[src/hdl/espc_ram.sv]
`timescale 1ns / 1ps

module espc_ram #(
	parameter int WIDTH = 18,
	parameter int DEPTH = 200
) (
	input  logic                                     clk,
	input  logic                                     we,
	input  logic [((DEPTH > 1) ? $clog2(DEPTH) : 1)-1:0] waddr,
	input  logic [WIDTH-1:0]                         wdata,
	input  logic                                     re,
	input  logic [((DEPTH > 1) ? $clog2(DEPTH) : 1)-1:0] raddr,
	output logic [WIDTH-1:0]                         rdata
);

	logic [WIDTH-1:0] mem [DEPTH];

	// Write port and registered read port
	always_ff @(posedge clk) begin
		if (we) begin
			mem[waddr] <= wdata;
		end
		if (re) begin
			rdata <= mem[raddr];
		end
	end

endmodule

[config.mk]
export PLATFORM = sky130hd
export DESIGN_NAME = espc_ram
export DESIGN_NICKNAME = d
export VERILOG_FILES = /design/src/hdl/espc_ram.sv
export SDC_FILE = /design/constraint.sdc
export NUM_CORES = 2
export LEC_CHECK = 0
export BUFFER_PORTS_ARGS = -buffer_cell sky130_fd_sc_hd__buf_2
export CORE_ASPECT_RATIO = 0.9
export CORE_MARGIN = 2
export CORE_UTILIZATION = 62
export CTS_CLUSTER_SIZE = 14
export DETAILED_ROUTE_END_ITERATION = 16
export GPL_ROUTABILITY_DRIVEN = 0
export PLACE_DENSITY_LB_ADDON = 0.1
export SLEW_MARGIN = 20
export SYNTH_ARGS = -nofsm -noshare
export SYNTH_HDL_FRONTEND = slang
export SYNTH_SLANG_ARGS = --single-unit
export TNS_END_PERCENT = 50
[constraint.sdc]
create_clock -name clk -period 5.8 [get_ports clk]
set_clock_uncertainty 0.2 [all_clocks]
set_input_delay 1.16 -clock clk [delete_from_list [all_inputs] [get_ports clk]]
set_output_delay 1.16 -clock clk [all_outputs]
set_load 0.005 [all_outputs]
Word-level counts from Yosys, hierarchy flattened
Memories as Yosys holds them, arrays and structs flattened. A register that Yosys moved wholly into a read port is not among the register bits.
Cells that the tools add are included.
{"block": "classes", "mux": 2}
{"operator": "1-bit 2-to-1 mux", "n": 2}
{"block": "totals", "reg_bits": 0, "ramBits": 3600, "elab_cells": 3, "memories": 1}
{"memory": "mem", "words": 200, "word_bits": 18, "read_ports": 1, "rd_ports_with_merged_regs": 1, "wr": 1, "line_no": "16", "text": "logic [WIDTH-1:0] mem [DEPTH];"}

Logic depth before layout (Yosys ltp)
{"block": "logic_depth", "word_depth": 2, "depth_mapped": 12, "mapped_depth_nobuf": 6}

Worst setup path before layout
Ideal clock, no wire load.
{"block": "synth_timing", "path_kind": "input-to-reg", "from": "input raddr[0] in the netlist's numbering", "to": "register rdata[5], read port of mem (data pin)", "setup_time_ps": 255, "arrival_time_ps": 3276, "t_required_ps": 5345, "setup_slack_ps": 2069, "stages": 9, "path_buffers": 4, "cell_sequence": "buf_6 buf_8 buf_4 buf_2 mux4_2 mux4_2 a32oi_1 nand2_1 and3_1"}
{"element": "from (decl)", "line_no": "12", "text": "input logic [((DEPTH > 1) ? $clog2(DEPTH) : 1)-1:0] raddr,"}
{"element": "to (decl)", "line_no": "13", "text": "output logic [WIDTH-1:0] rdata"}

==> results.ini <==
[final_layout]
fin_nets = 6528
area_delta_synth_final_pct = 12.9
drive_gt1_frac = 0.320
fillers = 13073
final_util = 0.705

[setup_path]
cp_slowest_cell = a211oi_1
crit_chain = buf_8 > buf_12 > buf_12 > mux4_2 > mux4_2 > a211oi_1 > nand3_1 > and3_1
cp-start-kind = input pin
worstRegToRegCells = 6
crit_fanout = 56
critPathKind = in2reg
rr_endpoint = rdata[10]$_DFFE_PP_
cp.required_ps = 6290
endpoint_kind = flip-flop
r2r_setup_slack_ps = 2040
cpPeakStageDelay_ps = 1120
crit_arrival_ps = 5160
crit-reg2reg-launch = mem[7][10]$_DFFE_PP_

[route]
routed_wl_um = 380000
ant_nets = 0
route.detailed.wl_per_inst_um = 38.9
detailedRoute.firstIterationViolations = 11791
via_count = 68699
drc = 0
dr.pass1.iters = 8
vias_per_cell = 7.04

[sta]
hold_viol = 0
slew_viol_final = 0
slew_headroom = 0.111
period_share = 0.804
rsz0062_at_grt = no
finalSetupViolations = 0
fin_setup_tns_ps = 0
worst_slew_pin_slew_ps = 1330
finalCriticalPeriod_ps = 4660
fmax_mhz = 215

[clock_network]
cts_sinks = 3618
cts_hold_buf = 0
cts-root-buf = clkbuf_16
post_cts_resized = 0
cts_setup_buffers = 0
clk_latency_ps = 960
cts_max_path_buffers = 4
cts_tree = done
cts_max_level = 5
path_clk_slew_ps = 60
cts_buffers = 357

[synthesis]
synthesis.area_mm2 = 0.139
ys_types = 57
synth_largest_area_cell = edfxtp_1
yosys-top-cells-count = edfxtp_1 (3618), mux4_2 (989), nor2_1 (272)
synthMostInstantiatedCell = edfxtp_1
yosysSeqAreaShare = 0.783
yosys.area.top_type_share = 0.783
async_flop_share = 0
ys_ff_latch = 3618
syn_nets = 6008
synth_edf_count = 3618
ys_warn_count = 0
synth_flop_cell = edfxtp_1
avgSynthCellArea_um2 = 23.2
ys_top_cells_by_area = edfxtp_1 (78%), mux4_2 (16%), mux2i_1 (0.95%)
syn_inst = 5971

[run]
maxCapViolations = 0

[grt]
grt_util_met1 = 0.505
grt_remaining_overflow = 0
grt_pass1_wl_um = 527000
grt_pass1_vias = 66133
grt_max_degree = 185
grt_use_met3 = 0.105
grt_busiest_layer = met1
antenna_found_initial = 34
use_met2 = 0.478
grt_use_total = 0.339

[power]
finalPower_mw = 54.0
vdd_drop_max_v = 0.000278
p_per_area_mw_per_mm2 = 345
leakagePower_nw = 49.1

[floorplanning]
coreArea_mm2 = 0.222
ios = 55
die-area_mm2 = 0.228
start_util = 0.624
die_h_um = 453
rows = 164
die_x_um = 503

[min_path]
hold_path.class = in2reg
min-delay-start = wdata[12]
holdPathStages = 1
holdPathEnd = mem[183][12]$_DFFE_PP_

[outcome]
status = finished, final reports clean

[placed_design]
io_buffer_count = 54
dpl.hpwl_um = 224000

==> worst max-delay path: cells and delay by family <==
kind | cells | cell delay, ps
compound gates | 1 | 1120
mux | 2 | 950
buf+inv | 3 | 1240
simple gates | 2 | 440
==> power breakdown <==
part / leakage, nW / internal (mW) / total [mW] / switching (mW)
sequential: 32.5 / 28.8 / 28.9 / 0.0475
clock: 5.39 / 12.9 / 22.3 / 9.41
combinational: 11.2 / 0.971 / 2.84 / 1.87
==> per-stage QoR <==
| step | setup slack (ps) | instances | cell area, um2 | hold WS [ps] |
|---|---|---|---|---|
| 2_1_floorplan | 2070 | 5971 | 139000 | 682 |
| 3_3_place_gp | 203 | 9119 | 145000 | 828 |
| 3_5_place_dp | 642 | 9120 | 145000 | 865 |
| 4_1_cts | 1650 | 9737 | 157000 | 303 |
| 5_1_grt | 1230 | 9746 | 157000 | 324 |
| 6_report | 1140 | 9759 | 157000 | 350 |
==> worst max-delay path by stage <==
stage | from | end | depth (start not counted)
finish | raddr[1] | rdata[10]$_DFFE_PP_ | 8
global route | raddr[0] | rdata[0]$_DFFE_PP_ | 10
CTS | raddr[1] | rdata[8]$_DFFE_PP_ | 8
detailed placement | raddr[0] | rdata[2]$_DFFE_PP_ | 8
global placement | raddr[0] | rdata[11]$_DFFE_PP_ | 7
floorplan | raddr[0] | rdata[5]$_DFFE_PP_ | 9
==> cell families (layout without fill, tap and decap cells) <==
group,Yosys count,count (layout),share of synthesized area
AND/OR/NAND/NOR,621,621,0.0190
other,0,22,0
AO/OA/AOI/OAI,269,269,0.0140
flip-flops,3618,3618,0.783
buffers and inverters,333,1111,0.0132
multiplexers,1130,1130,0.171
==> flip-flops by register name, indices dropped and copies added (netlist names) <==
| register | flops |
|---|---|
| rdata | 18 |
| mem | 3600 |
==> cells in the final DEF, fill, tap and decap left out, types with 47 or more instances in the layout <==
cell	count
mux4_2	989
edfxtp_1	3618
nor2_1	79
buf_4	388
nand3_1	48
clkbuf_1	78
nand2_1	195
clkbuf_16	365
nor2_2	189
clkinv_2	50
buf_12	47
mux2i_1	131
clkinv_1	77
==> per-layer routing <==
metal | vias to the layer above | wire [um]
met4 | 22 | 17200
met2 | 4921 | 167000
met1 | 36383 | 142000
met3 | 851 | 52900
met5 | - | 137
li1 | 26522 | -
==> final cells by class <==
class / count / area [um2] / area share
Tap cell: 2988 / 3740 / 0.0239
Antenna cell: 22 / 55.1 / 0.000352
Timing Repair Buffer: 487 / 4250 / 0.0271
Sequential cell: 3618 / 109000 / 0.694
Multi-Input combinational cell: 2020 / 28800 / 0.184
Clock inverter: 174 / 1620 / 0.0104
Inverter: 7 / 41.3 / 0.000264
Clock buffer: 443 / 9430 / 0.0602
Note: power is estimated with default switching activity, not from simulation.
