===== src/hdl/espc_pkg.sv =====
`timescale 1ns / 1ps

package espc_pkg;

	// Field widths
	localparam int POS_W  = 16;
	localparam int CFG_W  = 24;
	localparam int FS_W   = 15;
	localparam int PG_W   = 16;
	localparam int IG_W   = 24;
	localparam int TGT_W  = 18;
	localparam int PWR_W  = 16;
	localparam int IDX_W  = 2;

	// Ramp divider: magnitude of the ramp numerator, scaled by 2048
	localparam int MAG_W  = 17;
	localparam int FRAC_W = 11;
	localparam int DIV_W  = MAG_W + FRAC_W;

	// Default window length
	localparam int WINDOW_LEN_DEF = 200;

	// Register reset values
	localparam logic [FS_W-1:0] FS_RESET  = 15'd3359;
	localparam logic [FS_W-1:0] TOL_RESET = 15'd164;
	localparam logic [PG_W-1:0] PG_RESET  = 16'd32768;
	localparam logic [IG_W-1:0] IG_RESET  = 24'd8389;

	// Register indexes
	localparam logic [IDX_W-1:0] REG_FLOOR_SPACING   = 2'd0;
	localparam logic [IDX_W-1:0] REG_FLOOR_TOLERANCE = 2'd1;
	localparam logic [IDX_W-1:0] REG_PROP_GAIN       = 2'd2;
	localparam logic [IDX_W-1:0] REG_INTEGRAL_GAIN   = 2'd3;

	// Fixed-point limits
	localparam int ONE_Q10  = 1024;
	localparam int TGT_MAX  = 131071;
	localparam int TGT_MIN  = -131072;
	localparam int PWR_MAX  = 16384;
	localparam int RND_BIT  = 19;
	localparam int PWR_SHR  = 20;

	// Divider request and response
	typedef struct packed {
		logic             start;
		logic             neg;
		logic [MAG_W-1:0] mag;
		logic [FS_W-1:0]  den;
	} div_req_t;

	typedef struct packed {
		logic                    busy;
		logic                    done;
		logic signed [TGT_W-1:0] quot;
	} div_rsp_t;

endpackage


===== src/hdl/espc_div.sv =====
`timescale 1ns / 1ps

module espc_div (
	input  logic              clk,
	input  logic              arst_n,
	input  espc_pkg::div_req_t req,
	output espc_pkg::div_rsp_t rsp
);
	import espc_pkg::*;

	localparam int CNT_W = $clog2(DIV_W + 1);

	logic [FS_W-1:0]  den_q;
	logic             neg_q;
	logic [FS_W-1:0]  rem_q;
	logic [DIV_W-1:0] quo_q;
	logic [CNT_W-1:0] cnt_q;
	logic             busy_q;
	logic             done_q;

	logic [FS_W:0]    shifted;
	logic             fits;
	logic [FS_W:0]    diff;

	// One restoring step: shift in the next dividend bit, subtract if it fits
	always_comb begin
		shifted = {rem_q, quo_q[DIV_W-1]};
		fits    = shifted >= {1'b0, den_q};
		diff    = shifted - {1'b0, den_q};
	end

	// Sequence the steps, one quotient bit a cycle
	always_ff @(posedge clk or negedge arst_n) begin
		if (!arst_n) begin
			busy_q <= 1'b0;
			done_q <= 1'b0;
			cnt_q  <= '0;
			den_q  <= '0;
			neg_q  <= 1'b0;
			rem_q  <= '0;
			quo_q  <= '0;
		end else begin
			done_q <= 1'b0;
			if (req.start) begin
				den_q  <= (req.den == '0) ? FS_W'(1) : req.den;
				neg_q  <= req.neg;
				rem_q  <= '0;
				quo_q  <= {req.mag, {FRAC_W{1'b0}}};
				cnt_q  <= CNT_W'(DIV_W);
				busy_q <= 1'b1;
			end else if (busy_q) begin
				rem_q <= fits ? diff[FS_W-1:0] : shifted[FS_W-1:0];
				quo_q <= {quo_q[DIV_W-2:0], fits};
				cnt_q <= cnt_q - CNT_W'(1);
				if (cnt_q == CNT_W'(1)) begin
					busy_q <= 1'b0;
					done_q <= 1'b1;
				end
			end
		end
	end

	// Apply the sign and saturate to the target range
	always_comb begin
		rsp.busy = busy_q;
		rsp.done = done_q;
		if (neg_q) begin
			if (quo_q > DIV_W'(-TGT_MIN)) begin
				rsp.quot = TGT_W'(TGT_MIN);
			end else begin
				rsp.quot = TGT_W'(0) - quo_q[TGT_W-1:0];
			end
		end else begin
			if (quo_q > DIV_W'(TGT_MAX)) begin
				rsp.quot = TGT_W'(TGT_MAX);
			end else begin
				rsp.quot = quo_q[TGT_W-1:0];
			end
		end
	end

endmodule


===== config.mk =====
export PLATFORM = sky130hd
export DESIGN_NAME = espc_div
export DESIGN_NICKNAME = d
export VERILOG_FILES = /design/src/hdl/espc_pkg.sv /design/src/hdl/espc_div.sv
export SDC_FILE = /design/constraint.sdc
export NUM_CORES = 1
export LEC_CHECK = 0
export ABC_AREA = 1
export ABC_CLOCK_PERIOD_IN_PS = 2000
export BUFFER_PORTS_ARGS = -buffer_cell sky130_fd_sc_hd__buf_2
export CAP_MARGIN = 20
export CORE_MARGIN = 2
export CORE_UTILIZATION = 40
export CTS_CLUSTER_DIAMETER = 60
export DETAILED_ROUTE_END_ITERATION = 7
export GPL_TIMING_DRIVEN = 0
export HOLD_SLACK_MARGIN = 0.05
export SLEW_MARGIN = 20
export SYNTH_ARGS = -nofsm -noshare
export SYNTH_HDL_FRONTEND = slang
export SYNTH_SLANG_ARGS = --single-unit

===== constraint.sdc =====
create_clock -name clk -period 2 [get_ports clk]
set_input_delay 0.3 -clock clk [delete_from_list [all_inputs] [get_ports clk]]
set_output_delay 0.3 -clock clk [all_outputs]
set_load 0.005 [all_outputs]

# ---- Word level (Yosys, flattened, before mapping)
# Cells that the tools add are included.
# Widths: inputs -> output; s select.
dict set report totals {
  register_bits 66
  input_bits 36
  output_inout_bits 20
}
dict set report classes {
  add_sub_neg 3
  n_lt_le_gt_ge 3
  n_eq_ne 1
  muxes 17
  reduce_logical 2
}
# op n
set op_table {}
lappend op_table {{$mux 15} 4}
lappend op_table {{$mux 28} 2}
lappend op_table {{$mux 18} 3}
lappend op_table {{$gt 28x17->1 const B} 1}
lappend op_table {{$gt 28x18->1 const B} 1}
lappend op_table {{$sub 1x18->18 const A} 1}
lappend op_table {{$ge 16x15->1} 1}
lappend op_table {{$logic_not 15->1} 1}
lappend op_table {{$sub 15x15->15} 1}
lappend op_table {{$mux 5} 2}
lappend op_table {{$mux 1} 6}
lappend op_table {{$eq 5x1->1 const B} 1}
lappend op_table {{$sub 5x1->5 const B} 1}
lappend op_table {{$reduce_bool 2->1} 1}

# ---- Logic depth before layout (Yosys ltp)
dict set report logic_depth {
  word_depth 4
  ltp_mapped 14
  ltp_nobuf 14
}

# ---- Least setup slack after synthesis
# No wires, ideal clock.
dict set report synth_path {
  path_type {reg-to-reg}
  startpoint {register quo_q[27]}
  endpoint {register rem_q[2]}
  setup_time_ps 132
  t_arrival_ps 1838
  slack_ps 30
  path_stages_with_launch 14
  n_path_buf 1
  path_cell_list {dfrtp_1 inv_1 ha_1 inv_1 fa_1 nand2_1 nand2_1 nand3_1 nand3_1 nand2_2 buf_4 nand3_1 nand3_1 o21ai_0}
}
dict set report synth_between {
  elab_chain_cells 4
  word_cells_on_any_way 5
  classes_between {1 x add/sub; 1 x order compare; 3 x mux}
}
# item line
set synth_rtl {}
lappend synth_rtl {{start: declaration} espc_div.sv:16} ;# logic [DIV_W-1:0] quo_q;
lappend synth_rtl {{start signal: assignment} espc_div.sv:48} ;# quo_q <= {req.mag, {FRAC_W{1'b0}}};
lappend synth_rtl {{start signal: assignment} espc_div.sv:53} ;# quo_q <= {quo_q[DIV_W-2:0], fits};
lappend synth_rtl {{$sub 15x15->15 / $ge 16x15->1 (equally long branches)} {espc_div.sv:29, espc_div.sv:28}}
lappend synth_rtl {{$mux 15 (*)} espc_div.sv:52} ;# rem_q <= fits ? diff[FS_W-1:0] : shifted[FS_W-1:0];
lappend synth_rtl {{$mux 15 (*)} espc_div.sv:51} ;# end else if (busy_q) begin
lappend synth_rtl {{$mux 15 (*)} espc_div.sv:44} ;# if (req.start) begin
lappend synth_rtl {{end signal: assignment} espc_div.sv:52}
lappend synth_rtl {{end: declaration} espc_div.sv:15} ;# logic [FS_W-1:0] rem_q;
# Every way passes the cells marked *; elsewhere a longest branch is shown, timed or not. The select of a mux whose other input is x is not followed.
# A chain may end at the register's enable or synchronous reset.

==> summary.md <==
| Metric | Value |
|---|---|
| Min-Delay Endpoint | quo_q[14] |
| Root Buffer | clkbuf_16 |
| Final Critical Period | ~2.3 ns |
| Worst hold path class | in2reg |
| Worst skew pair latency | about 0.34 ns |
| Via-to-Cell Ratio | between 5 and 6 |
| DP HPWL | 9620 um |
| Clock sinks | 66 |
| Post-synth top area share | a little over a third |
| Rel. slew slack | about 50% |
| Top cell type by total area after synthesis | dfrtp_1 |
| Flop2flop setup slack | -0.12 ns |
| Final worst clock skew | 0.00785 ns |
| Worst Hold Depth | 3 |
| GRT Total Usage | approximately 23% |
| Crit Path Category | reg2out |
| Largest net degree at the start of global routing | 54 |
| Worst slack, placed | -0.417 ns |
| Post-synthesis average cell area | slightly below 7 sq um |
| Die span in y | about 110 um |
| Mapped Area | between 4000 and 5000 sq um |
| CP Buf/Inv Count | 4 |
| CP Launch Type | flip-flop |
| DRT Wirelength | roughly 14,000 um |
| Cell family with most CP delay | simple AND/OR/NAND/NOR gates |
| Buffers on Ports | 54 |
| Layout cells sized above 1 | approximately 28% |
| P&R area growth vs syn | 35.3% |
| Initial antenna violation count | 0 |
| Starting density of the core | 41.4% |
| Warnings, synthesis | 0 |
| Reg-to-reg endpoint | rem_q[10] |
| Slew at the pin closest to its max-slew limit | around 0.74 ns |
| Worst r2r path cells | 14 |
| Layout Nets | roughly 820 |
| DR DRC count | 0 |
| Slowest stage delay, CP | 0.40 ns |
| Worst path cell trace | inv_2 > nand4_1 > or2_4 > nor2_4 > nand2_2 > nand2_4 > buf_12 > buf_8 > nand3_4 > nand2_2 > buf_2 |
| Die area | ~12,000 sq um |
| Final Cycle Share | 116% |
| Routed WL per cell | between 15 and 20 um |
| RSZ-0062 raised after global routing | yes |
| ANT nets after route | 0 |
| Main area contributors after synthesis | dfrtp_1 36%, nand2_1 17%, inv_1 8.5%, nand3_1 6.6%, ha_1 5.0% |
| Clock transition at path regs | about 0.060 ns |
| Register area | 1650 sq um |
| Detailed-route via count | roughly 4,700 |
| Vias in the first global route | approximately 4,600 |
| Ant diodes | 0 |
| Cells after Synth | 659 |
| Core ar. | 11,000 sq um |
| CP most frequent cell | nand2_2 |
| Number of fillers in the final layout | about 1,000 |
| Netlist cell types | 35 |
| Worst-path maximum fanout | 5 |
| CTS tree | yes |
| Worst hold slack | roughly 0.17 ns |
| Syn Nets | roughly 710 |
| Multi-input logic area | between 2000 and 3000 sq um |
| DR pass1 iterations | 5 |
| Max_cap viols | 0 |
| Max VDD drop | around 560 uV |
| Post-synthesis sequential element count | between 60 and 70 |
| Power Dens Cells | 1160 nW/um^2 |
| Grt ovf | 0 |
| CTS Buf Count | 9 |
| Failing checks | negative setup slack |
| GPL Wtd Cong | around 0.92 |
| Final setup violation count | 33 |
| Final WS setup | -0.313 ns |
| Tot Pwr | 7.14 mW |
| P_leak | 3.26 nW |
| Critical path depth | 11 |
| Critical Path End Type | primary output |
| Most frequent cells in the layout | 184 x nand2_1, 95 x inv_1, 65 x dfrtp_1 |
| Hold Vio Cnt, Final | 0 |
| Worst Path Required | around 1.7 ns |
| Final core occ | a little under three fifths |
| First-pass GRT wire length | ~23,000 um |
| CP arrival | 2.01 ns |
| Crit Reg-Reg Startpoint | quo_q[27] |
| HP Start | req[18] |
| CP max stage cell | dfrtp_1 |
| IO Pins | 56 |
| Status | complete, but fails checks |
| F_max | between 400 and 500 MHz |
| Max Transition Viols Final | 0 |
| Cell area after layout | approximately 6200 sq um |
| Commonest non-fill, non-tap cell in the layout | nand2_1 |
| DP Area | ~5000 sq um |
| Clock Path Buffers | 2 |
| Die Width | between 100 and 150 um |
| Row Count | 38 |
| DRT iter0 DRCs | around 390 |
| Sequential-to-total area share from yosys stat | 36.3% |
| H-tree depth | 3 |
[through the flow]
step	cells	TNS [ns]
3_3_place_gp	853	-6.10
5_1_grt	914	-8.86
3_5_place_dp	854	-6.95
2_1_floorplan	659	0
4_1_cts	906	-6.83
6_report	914	-5.43
[layer usage]
metal / GRT usage (%) / vias to the layer above / part of all wire, %
li1: - / 2342 / -
met4: 6.92 / 0 / 1.6
met2: 39.7 / 137 / 51
met3: 3.95 / 18 / 4.3
met5: 0 / - / 0
met1: 29.3 / 2232 / 43
[power breakdown]
| part | internal, mW | leakage, nW | total (mW) | switching, mW |
|---|---|---|---|---|
| combinational | 1.55 | 2.28 | 3.71 | 2.16 |
| clock | 1.13 | 0.155 | 1.75 | 0.622 |
| sequential | 1.54 | 0.822 | 1.68 | 0.140 |
[synthesized netlist by cell type]
cell type  count
nand2_1      209
inv_1        103
dfrtp_1       66
nand3_1       60
o21ai_0       44
nor2_1        34
ha_1          18
o221ai_1      16
clkbuf_1      12
o22ai_1       12
nand4_1       11
inv_2          9
xor2_1         9
a21oi_1        8
nand3b_1       5
nor4_1         5
xnor2_1        5
buf_4          4
and2_1         3
buf_2          3
nor2_2         3
nor3_1         3
buf_1          2
nand2_2        2
nand2_4        2
nand3_2        2
a21o_1         1
a21oi_2        1
buf_6          1
buf_8          1
fa_1           1
nor2_4         1
nor3_2         1
o21ai_1        1
or2_4          1
[final cells by class]
| class | instances | area share (%) |
|---|---|---|
| buffer | 23 | 2.30 |
| inverter | 112 | 6.87 |
| multi-input combinational | 458 | 44.4 |
| clock inverter | 6 | 1.44 |
| sequential | 66 | 26.9 |
| clock buffer | 10 | 3.88 |
| timing repair buffer | 99 | 11.4 |
| tap | 140 | 2.85 |
[logic make-up after synthesis]
logic type	after synthesis	share of synthesized area, %
DFF	66	36.3
xor gates and xnor gates	14	2.70
and+or+nand+nor	342	32.7
adders and majority gates	19	5.39
AOI/OAI and AO/OA	83	10.9
buffers and inverters	135	12.0
[registers in the layout (all words and copies together) (netlist names)]
name and flops:
busy_q 1, den_q 15, done_q 1, neg_q 1
quo_q 28, cnt_q 5, rem_q 15
[worst max path at each step]
stage,start,end,slack (ns)
finish,quo_q[9],rsp[16],-0.31
global route,quo_q[1],rsp[16],-0.38
CTS,quo_q[8],rsp[16],-0.29
detailed placement,quo_q[27],rem_q[3],-0.42
global placement,quo_q[27],rem_q[3],-0.37
floorplan,quo_q[27],rem_q[2],0.03
[timing repair]
item	in CTS	in global routing
hold buffers	1	0
gates resized for setup	68	55
buffers inserted	32	11
endpoints found under the setup margin	34	35
pin swaps	22	27
cloned	3	0
endpoints found under the hold margin	13	0
[worst reg2reg max path: cells and delay by family, from the launching register on]
family / cells / cell delay [ns]
AND/OR/NAND/NOR: 8 / 0.73
adder cells (fa/ha/maj): 2 / 0.50
flip-flops: 1 / 0.39
buffers and inverters: 4 / 0.38
No activity file was read; power rests on OpenSTA's default activity.
